===== config.mk =====
export PLATFORM = sky130hd
export DESIGN_NAME = orgu_ctrl
export DESIGN_NICKNAME = d
export VERILOG_FILES = /design/src/sv/orgu_pkg.sv /design/src/sv/orgu_ctrl.sv
export SDC_FILE = /design/constraint.sdc
export NUM_CORES = 1
export LEC_CHECK = 0
export BUFFER_PORTS_ARGS = -buffer_cell sky130_fd_sc_hd__buf_2
export CELL_PAD_IN_SITES_DETAIL_PLACEMENT = 1
export CELL_PAD_IN_SITES_GLOBAL_PLACEMENT = 2
export CORE_AREA = 2 2 39 41
export DETAILED_ROUTE_END_ITERATION = 8
export DIE_AREA = 0 0 41 43
export GPL_ROUTABILITY_DRIVEN = 1
export GPL_TIMING_DRIVEN = 0
export PLACE_DENSITY = 0.57
export SLEW_MARGIN = 10
export SYNTH_ARGS = -nofsm -noshare
export SYNTH_HDL_FRONTEND = slang
export SYNTH_SLANG_ARGS = --single-unit

===== constraint.sdc =====
create_clock -name clk -period 1.75 [get_ports clk]
set_input_delay 0.175 -clock clk [delete_from_list [all_inputs] [get_ports clk]]
set_output_delay 0.175 -clock clk [all_outputs]
set_load 0.01 [all_outputs]

===== src/sv/orgu_pkg.sv =====
package orgu_pkg;

    typedef struct packed {
        logic [1:0]  operation;
        logic [1:0]  order_kind;
        logic [31:0] user_ref;
        logic [63:0] symbol_code;
        logic        symbol_present;
        logic [31:0] order_quantity;
        logic [31:0] order_price;
    } request_t;

    typedef struct packed {
        logic        decision;
        logic [3:0]  deny_code;
        logic [1:0]  kind_echo;
        logic [31:0] user_ref_echo;
        logic [31:0] quantity_echo;
        logic [31:0] price_echo;
        logic [63:0] notional;
        logic        table_full;
    } result_t;

    typedef enum logic [1:0] {
        ST_IDLE,
        ST_SCAN,
        ST_DRAIN,
        ST_FINISH
    } ctrl_state_t;

    typedef struct packed {
        logic load;
        logic scan;
        logic finish;
    } dp_cmd_t;

    typedef struct packed {
        logic req_clear;
        logic scan_last;
    } dp_status_t;

    localparam int CFG_INDEX_W = 3;
    localparam int CFG_DATA_W  = 64;

    localparam logic [CFG_INDEX_W-1:0] CFG_MAX_QTY        = 3'd0;
    localparam logic [CFG_INDEX_W-1:0] CFG_MAX_NOTIONAL   = 3'd1;
    localparam logic [CFG_INDEX_W-1:0] CFG_GLOBAL_HALT    = 3'd2;
    localparam logic [CFG_INDEX_W-1:0] CFG_CXL_MODE       = 3'd3;
    localparam logic [CFG_INDEX_W-1:0] CFG_DEFAULT_ON     = 3'd4;
    localparam logic [CFG_INDEX_W-1:0] CFG_QTY_CEILING    = 3'd5;
    localparam logic [CFG_INDEX_W-1:0] CFG_PRICE_CEILING  = 3'd6;
    localparam logic [CFG_INDEX_W-1:0] CFG_CANCEL_CEILING = 3'd7;

    localparam logic [1:0] OP_CHECK   = 2'd0;
    localparam logic [1:0] OP_ENABLE  = 2'd1;
    localparam logic [1:0] OP_DISABLE = 2'd2;
    localparam logic [1:0] OP_CLEAR   = 2'd3;

    localparam logic [1:0] KIND_ENTER   = 2'd0;
    localparam logic [1:0] KIND_REPLACE = 2'd1;
    localparam logic [1:0] KIND_CANCEL  = 2'd2;

    localparam logic [3:0] RSN_NONE        = 4'd0;
    localparam logic [3:0] RSN_HALT        = 4'd1;
    localparam logic [3:0] RSN_CXL_MODE    = 4'd2;
    localparam logic [3:0] RSN_QUANTITY    = 4'd3;
    localparam logic [3:0] RSN_PRICE       = 4'd4;
    localparam logic [3:0] RSN_NO_SYMBOL   = 4'd5;
    localparam logic [3:0] RSN_DISABLED    = 4'd6;
    localparam logic [3:0] RSN_MAX_QTY     = 4'd7;
    localparam logic [3:0] RSN_MAX_NOTION  = 4'd8;

    localparam logic [31:0] RST_QTY_CEILING    = 32'd999999;
    localparam logic [31:0] RST_PRICE_CEILING  = 32'hFFFF_FFFF;
    localparam logic [31:0] RST_CANCEL_CEILING = 32'd999999;

endpackage


===== src/sv/orgu_ctrl.sv =====
module orgu_ctrl (
    input  logic                clk,
    input  logic                rst_n,
    input  logic                start,
    input  orgu_pkg::dp_status_t status,
    output orgu_pkg::dp_cmd_t    cmd,
    output logic                busy
);
    import orgu_pkg::*;

    ctrl_state_t state_reg;
    ctrl_state_t state_next;

    always_ff @(posedge clk or negedge rst_n)
    begin
        if (!rst_n)
        begin
            state_reg <= ST_IDLE;
        end
        else
        begin
            state_reg <= state_next;
        end
    end

    always_comb
    begin
        state_next = state_reg;
        unique case (state_reg)
            ST_IDLE:
            begin
                if (start)
                begin
                    state_next = status.req_clear ? ST_FINISH : ST_SCAN;
                end
            end
            ST_SCAN:
            begin
                if (status.scan_last)
                begin
                    state_next = ST_DRAIN;
                end
            end
            ST_DRAIN:  state_next = ST_FINISH;
            ST_FINISH: state_next = ST_IDLE;
            default:   state_next = ST_IDLE;
        endcase
    end

    always_comb
    begin
        cmd  = '0;
        busy = 1'b1;
        unique case (state_reg)
            ST_IDLE:
            begin
                busy     = 1'b0;
                cmd.load = start;
            end
            ST_SCAN:   cmd.scan = 1'b1;
            ST_DRAIN:  cmd = '0;
            ST_FINISH: cmd.finish = 1'b1;
            default:   cmd = '0;
        endcase
    end

    a_finish_once: assert property (@(posedge clk) disable iff (!rst_n)
        cmd.finish |=> !cmd.finish && !busy)
        else $error("finish not followed by idle");
    a_load_idle: assert property (@(posedge clk) disable iff (!rst_n)
        cmd.load |-> !busy && start)
        else $error("load while busy");
    a_drain_then_finish: assert property (@(posedge clk) disable iff (!rst_n)
        (state_reg == ST_DRAIN) |=> cmd.finish)
        else $error("drain not followed by finish");

endmodule


* Word-level counts from Yosys, hierarchy flattened
Index checks and enable logic that the tools add are counted.
Word-level totals: word-level logic and storage cells 16, output and inout port bits 4, register bits 2, input port bits 5
Operators by class: mux-type cells 8, reduce and logical (&&, ||, !) cells 2, equality and inequality tests 5
Operator list (count):
- 2-bit case mux with 4 select lines | 1
- 2-bit two-way mux | 3
- 2-bit == test, second input constant | 2
- 1-bit two-way mux | 4
- 2-bit inequality test, second input constant | 2
- 2-bit by 1-bit == test with 1-bit output, second input constant | 1
- 2-bit logical NOT | 1
- 2-bit AND reduction | 1

* Logic depth before layout (Yosys ltp)
Gate-level depths: netlist (run 1).
depth in word-level cells 3, gate-level depth with buffers 5, depth with buffers taken out 5

* Worst setup path before layout (run 1)
No wires, ideal clock.
path type reg2reg, start point register state_reg[1], end point register state_reg[0], setup time 79 ps, cell stages (with the launch flop) 6, setup slack 558 ps, data required time 1671 ps, arrival 1112 ps, path buffers 0, clock period less this slack 1192 ps, path through dfrtp_1 -> inv_1 -> ha_1 -> inv_1 -> o22ai_2 -> mux2i_1
Between the ends: longest elaborated chain between the ends 3, elaborated cells between the ends (all ways) 8, classes of those cells 5 x eq/ne; 1 x mux; 2 x reduce/logical
Ends and longest elaborated chain:
- start, declared | RTL line orgu_ctrl.sv:11 | ctrl_state_t state_reg;
- start signal, assigned | RTL line orgu_ctrl.sv:22 | state_reg <= state_next;
- 2-bit by 1-bit == test with 1-bit output / 2-bit logical NOT (equally long branches) | RTL line orgu_ctrl.sv:29 | unique case (state_reg)
- 2-bit inequality test (no line)
- 2-bit AND reduction (no line)
Parallel ways exist; a longest one is shown, timed or not. A chain may end at the register's enable or synchronous reset.

==> results_dict.tcl, run 1 <==
set metrics [dict create \
    cts_buffers 3 \
    ctsResizeCount 0 \
    vias_per_cell 3.49 \
    clkSinkCount 2 \
    grt_overflow_total 0 \
    avgSynthCellArea_sq_um 10.6 \
    status "finished, final reports clean" \
    diodes 0 \
    drt_iter0_markers 1 \
    fin_nets 41 \
    grt_usage 0.0542 \
    largest_register_ffs 2 \
    utilization 0.197 \
    die_w_um 41 \
    clkTransAtPathRegs_ns 0.03 \
    drc 0 \
    crit_chain "inv_1, ha_1, and2_1, buf_2" \
    htreeDepth 1 \
    final.period_utilization 0.759 \
    hold_viol 0 \
    dpl.hpwl_um 314 \
    synth-seq-cells 2 \
    synth_cells 17 \
    crit_buf_inv 2 \
    fmax_ghz 0.753 \
    fin_crit_ns 1.33 \
    power_density_nw_per_um2 1670 \
    clock-root-buffer "clkbuf_4" \
    tns_ns 0 \
    critPathArrivalTime_ns 1.15 \
    start_util 0.130 \
    crit_required_ns 1.57 \
    grt_pass1_vias 159 \
    io_pins 9 \
    critPathKind "flip-flop to primary output" \
    final_antenna_net_count 0 \
    vias 157 \
    syn2layout_area_growth_pct 51.4 \
    cts_setup_buffers 0 \
    vdd_ir_drop_max_v 0.000504 \
    rows 14 \
    grt_max_degree 5 \
    min_path_type "input port to async pin" \
    worstMarginPinSlew_ns 0.190 \
    max_stage_delay_ns 0.36 \
    antenna_found_initial 0 \
    slew_headroom 0.874 \
    core_area_sq_um 1380 \
    fill_cells 164 \
    wl_per_cell_um 8.31 \
    dieArea_sq_um 1760 \
    wl_um 374 \
    grt_pass1_wl_um 593 \
    gp_congestion 0.578 \
    rsz0062_at_grt "false" \
    synth_area_sq_um 180 \
    worst-path-max-fanout 4 \
    crit_slowest_cell "dfrtp_1" \
    maxCapViolCount 0 \
    ys_warn_count 0 \
    insertion_delay_ns 0.22 \
    ys_seq_area_frac 0.278 \
    end_kind "primary output" \
    tritoncts "yes" \
    finalSetupViolCount 0 \
    slew_viol_final 0 \
    cts_hold_buffers 1 \
    startpoint_type "flip-flop" \
    first_pass_iters 2 \
    drive_above_1_share 0.414 \
    syn_nets 27 \
    clockBufferDepth 2 \
    die_y_um 43 \
    netlist-cell-type-count 7 \
    portBuffers 8 \
    fin_skew_ns 0.000672 \
    p_leak_uw 0.000149 \
    crit_family "flip-flops" \
]
-- where the power goes --
| part | total [uW] | internal [uW] | switching (uW) |
|---|---|---|---|
| Sequential | 93.2 | 73.4 | 19.8 |
| Combinational | 262 | 118 | 144 |
| Clock | 99.9 | 75.5 | 24.4 |
| Total | 456 | 267 | 189 |
-- cell usage after synthesis --
cell,number,area share
and2_1,1,0.035
ha_1,5,0.35
inv_1,4,0.083
nor2_1,1,0.021
o22ai_2,1,0.069
mux2i_1,3,0.17
dfrtp_1,2,0.28
-- cell type report --
cell class	instances	area [sq um]	share of cell area
clock buffers	3	22.5	0.0826
inverters	4	15.0	0.0550
multi-input cells	11	115	0.422
flip-flops and latches	2	50.0	0.183
well taps	16	20.0	0.0734
repair buffers	9	50.0	0.183
-- layer usage --
metal / vias up / track usage / wire, um
met5: - / 0 / 0
met4: 0 / 0.0600 / 0
met3: 0 / 0.0157 / 52
met2: 9 / 0.0844 / 180
met1: 69 / 0.0482 / 141
li1: 79 / - / -
-- kinds of logic (layout without fill, tap and decap cells) --
logic type,Yosys count,count (layout),synth area share
AOI/OAI and AO/OA,1,1,0.0694
adders and majority gates,5,5,0.347
buffers and inverters,4,16,0.0833
DFF,2,2,0.278
muxes,3,3,0.167
and+or+nand+nor,2,2,0.0556
-- worst paths after layout --
kind | cells after the start | slack, ns | start | to
min in group clk | 3 | 0.29 | status[1] | state_reg[1]$_DFFE_PN0P_
setup / recovery | 4 | 0.42 | state_reg[0]$_DFFE_PN0P_ | cmd[2]
setup reg to reg | 5 | 0.50 | state_reg[1]$_DFFE_PN0P_ | state_reg[1]$_DFFE_PN0P_
hold reg to reg | 2 | 0.67 | state_reg[1]$_DFFE_PN0P_ | state_reg[1]$_DFFE_PN0P_
hold / removal | 2 | 0.27 | rst_n | state_reg[0]$_DFFE_PN0P_
max in group asynchronous | 2 | 1.38 | rst_n | state_reg[1]$_DFFE_PN0P_
-- through the flow --
stage,instances,power [uW],setup WS (ns),hold slack [ns],area (sq um)
final,45,456,0.422,0.275,273
after CTS,45,476,0.393,0.258,273
after global placement,41,355,0.508,-0.0406,240
after global routing,45,524,0.307,0.282,273
after detailed placement,41,366,0.458,-0.0377,240
after floorplan,17,282,0.558,-0.121,180
-- placed cells by master, fill, tap and decap left out --
master / count
and2_1: 1
dlygate4sd3_1: 1
o22ai_2: 1
mux2i_1: 3
buf_2: 8
clkbuf_4: 3
nor2_1: 1
inv_1: 4
ha_1: 5
dfrtp_1: 2
(Power assumes the default switching activity.)
==> run 2: changes to the inputs <==
ABC_AREA = 1   (was unset)
PLACE_DENSITY = 0.65   (was 0.57)
clock period = 1.3 ns   (was 1.75 ns; I/O delays follow)
==> run 2 against run 1 <==
Sequential power increased by 45%. First-iteration DRC count fell by 100%. Global-route usage did not move. Sequential share of layout area decreased by 3.0 points. Critical path depth decreased by 1. Non-clock buffer count is 3 higher. Setup slack worse by 0.37 ns. Cell area up 20%. Combinational power grew 85%. Total power increased by 66%. Routed wire length increased by 37%.
==> results_dict.tcl, run 2 <==
set metrics [dict create \
    status "finished, final reports clean" \
    postPlaceCellArea_sq_um 259 \
    core_area_sq_um 1380 \
    tns_ns 0 \
    p_leak_uw 0.000202 \
    pwr-share-seq 0.180 \
    async_flop_share 1.00 \
    final_common_cell "nand2_1" \
    end_kind "primary output" \
    hold_path_end "state_reg[1]$_DFFE_PN0P_" \
    portBuffers 8 \
    gp_congestion 0.617 \
    wl_per_cell_um 8.69 \
    htreeDepth 1 \
    cts_buffers 3 \
    reg2reg_depth 6 \
    synth_top_area_frac 0.314 \
    fmax_ghz 0.803 \
    r2r_start "state_reg[0]$_DFFE_PN0P_" \
    clockBufferDepth 2 \
    synth_common_cells "nand2_1, inv_1, ha_1" \
    insertion_delay_ns 0.22 \
    fin_nets 55 \
    dpl.hpwl_um 317 \
    min_path_type "input port to flip-flop" \
    worstMarginPinSlew_ns 0.165 \
    ys_warn_count 0 \
    hold_viol 0 \
    intPower_uw 429 \
    clkSinkCount 2 \
    vdd_ir_drop_max_v 0.000604 \
    worstHoldPathCells 5 \
    synth-seq-cells 2 \
    die_y_um 43 \
    final_antenna_net_count 0 \
    pwr-share-comb 0.645 \
    slew_viol_final 0 \
    wl_um 513 \
    clkTransAtPathRegs_ns 0.03 \
    yosysMostFrequentCell "nand2_1" \
    timing.hold.ws_ns 0.244 \
    synth_area_sq_um 199 \
    final_cell_area_sq_um 327 \
    regArea_sq_um 50.0 \
    grt_max_degree 5 \
    vias 202 \
    critPathArrivalTime_ns 1.11 \
    tritoncts "yes" \
    synth_edf_count 0 \
    die_w_um 41 \
    start_util 0.144 \
    instances_no_fill 59 \
    r2r_end "state_reg[1]$_DFFE_PN0P_" \
    worst-path-max-fanout 4 \
    finalSetupViolCount 0 \
    ys_seq_area_frac 0.252 \
    slew_headroom 0.890 \
    grt_pass1_wl_um 627 \
    switching_power_uw 325 \
    vias_per_cell 3.42 \
    first_pass_iters 1 \
    dieArea_sq_um 1760 \
    p_clk_frac 0.175 \
    avgSynthCellArea_sq_um 7.11 \
    yosys-top-cells-area "ha_1, dfrtp_1, nand2_1, inv_1, nand3_1" \
    multi_input_area_sq_um 135 \
    hp-start "status[1]" \
    final.period_utilization 0.958 \
    netlist-cell-type-count 7 \
    utilization 0.236 \
    reg2reg_slack_ns 0.08 \
    syn_nets 38 \
    synth_cells 28 \
    fin_skew_ns 0.00364 \
    largest_register_ffs 2 \
    synth_area_leader_cell "ha_1" \
    critPathKind "flip-flop to primary output" \
    antenna_found_initial 0 \
    crit_required_ns 1.17 \
    dp.cells 52 \
    startpoint_type "flip-flop" \
    drc 0 \
    grt_usage 0.0542 \
    drive_above_1_share 0.419 \
    swShare 0.431 \
    fin_crit_ns 1.24 \
    maxCapViolCount 0 \
    io_pins 9 \
    power_density_nw_per_um2 2310 \
    grt_overflow_total 0 \
    ys.flop_type "dfrtp_1" \
    fill_cells 176 \
    clock-root-buffer "clkbuf_4" \
    syn2layout_area_growth_pct 64.2 \
    drt_iter0_markers 0 \
    diodes 0 \
    grt_pass1_vias 170 \
    rows 14 \
    layout_common_cells "nand2_1, buf_2, inv_1, ha_1" \
]
[run 2: cell families after synthesis]
family        count (synthesis)  synth area share
simple gates                 14             0.302
buf+inv                       7             0.132
fa+ha+maj                     5             0.314
flops                         2             0.252
[run 2: metrics by stage]
| stage | setup WS (ns) | power [uW] |
|---|---|---|
| finish | 0.0552 | 754 |
| global route | -0.0152 | 854 |
| CTS | 0.00385 | 655 |
| detailed placement | 0.122 | 507 |
| global placement | 0.117 | 509 |
| floorplan | 0.222 | 399 |
[run 2: routing by layer]
layer / track usage / up-vias / wire length, um
met1: 0.0579 / 84 / 195
met4: 0.0200 / 0 / 0
li1: - / 112 / -
met2: 0.0844 / 6 / 288
met3: 0.0314 / 0 / 29
met5: 0 / - / 0
[run 2: worst max-delay path, stage by stage, from the launching register on]
cell     delay (ns)
dfrtp_1        0.41
buf_4          0.15
ha_1           0.19
buf_2          0.14
[run 2: cell type report]
| cell class | instances | area share |
|---|---|---|
| repair buffers | 12 | 0.222 |
| well taps | 16 | 0.0613 |
| inverters | 7 | 0.0805 |
| flip-flops and latches | 2 | 0.153 |
| multi-input cells | 19 | 0.414 |
| clock buffers | 3 | 0.0690 |
[run 2: how the worst max path moves through the flow]
stage                                  start  slack [ns]                  endpoint  cells after the start
detailed placement  state_reg[0]$_DFFE_PN0P_        0.12  state_reg[0]$_DFFE_PN0P_                      5
finish              state_reg[0]$_DFFE_PN0P_        0.06                    cmd[1]                      3
floorplan           state_reg[0]$_DFFE_PN0P_        0.22  state_reg[0]$_DFFE_PN0P_                      5
global route        state_reg[0]$_DFFE_PN0P_       -0.02  state_reg[1]$_DFFE_PN0P_                      6
CTS                 state_reg[1]$_DFFE_PN0P_       0.004                    cmd[2]                      5
global placement    state_reg[0]$_DFFE_PN0P_        0.12  state_reg[0]$_DFFE_PN0P_                      5
[run 2: timing repair]
action	4_1_cts	5_1_grt
gates cloned	0	0
pin swaps	0	0
endpoints found under the setup margin	1	2
setup buffers	0	3
gates resized for setup	1	3
hold buffers	1	0
endpoints found under the hold margin	2	0
[run 2: power groups by stage]
stage,Clock (uW),Combinational (uW),Sequential (uW)
after detailed placement,0,374,133
after floorplan,0,275,124
after global placement,0,371,138
final,132,486,135
after global routing,145,570,139
after CTS,137,385,133
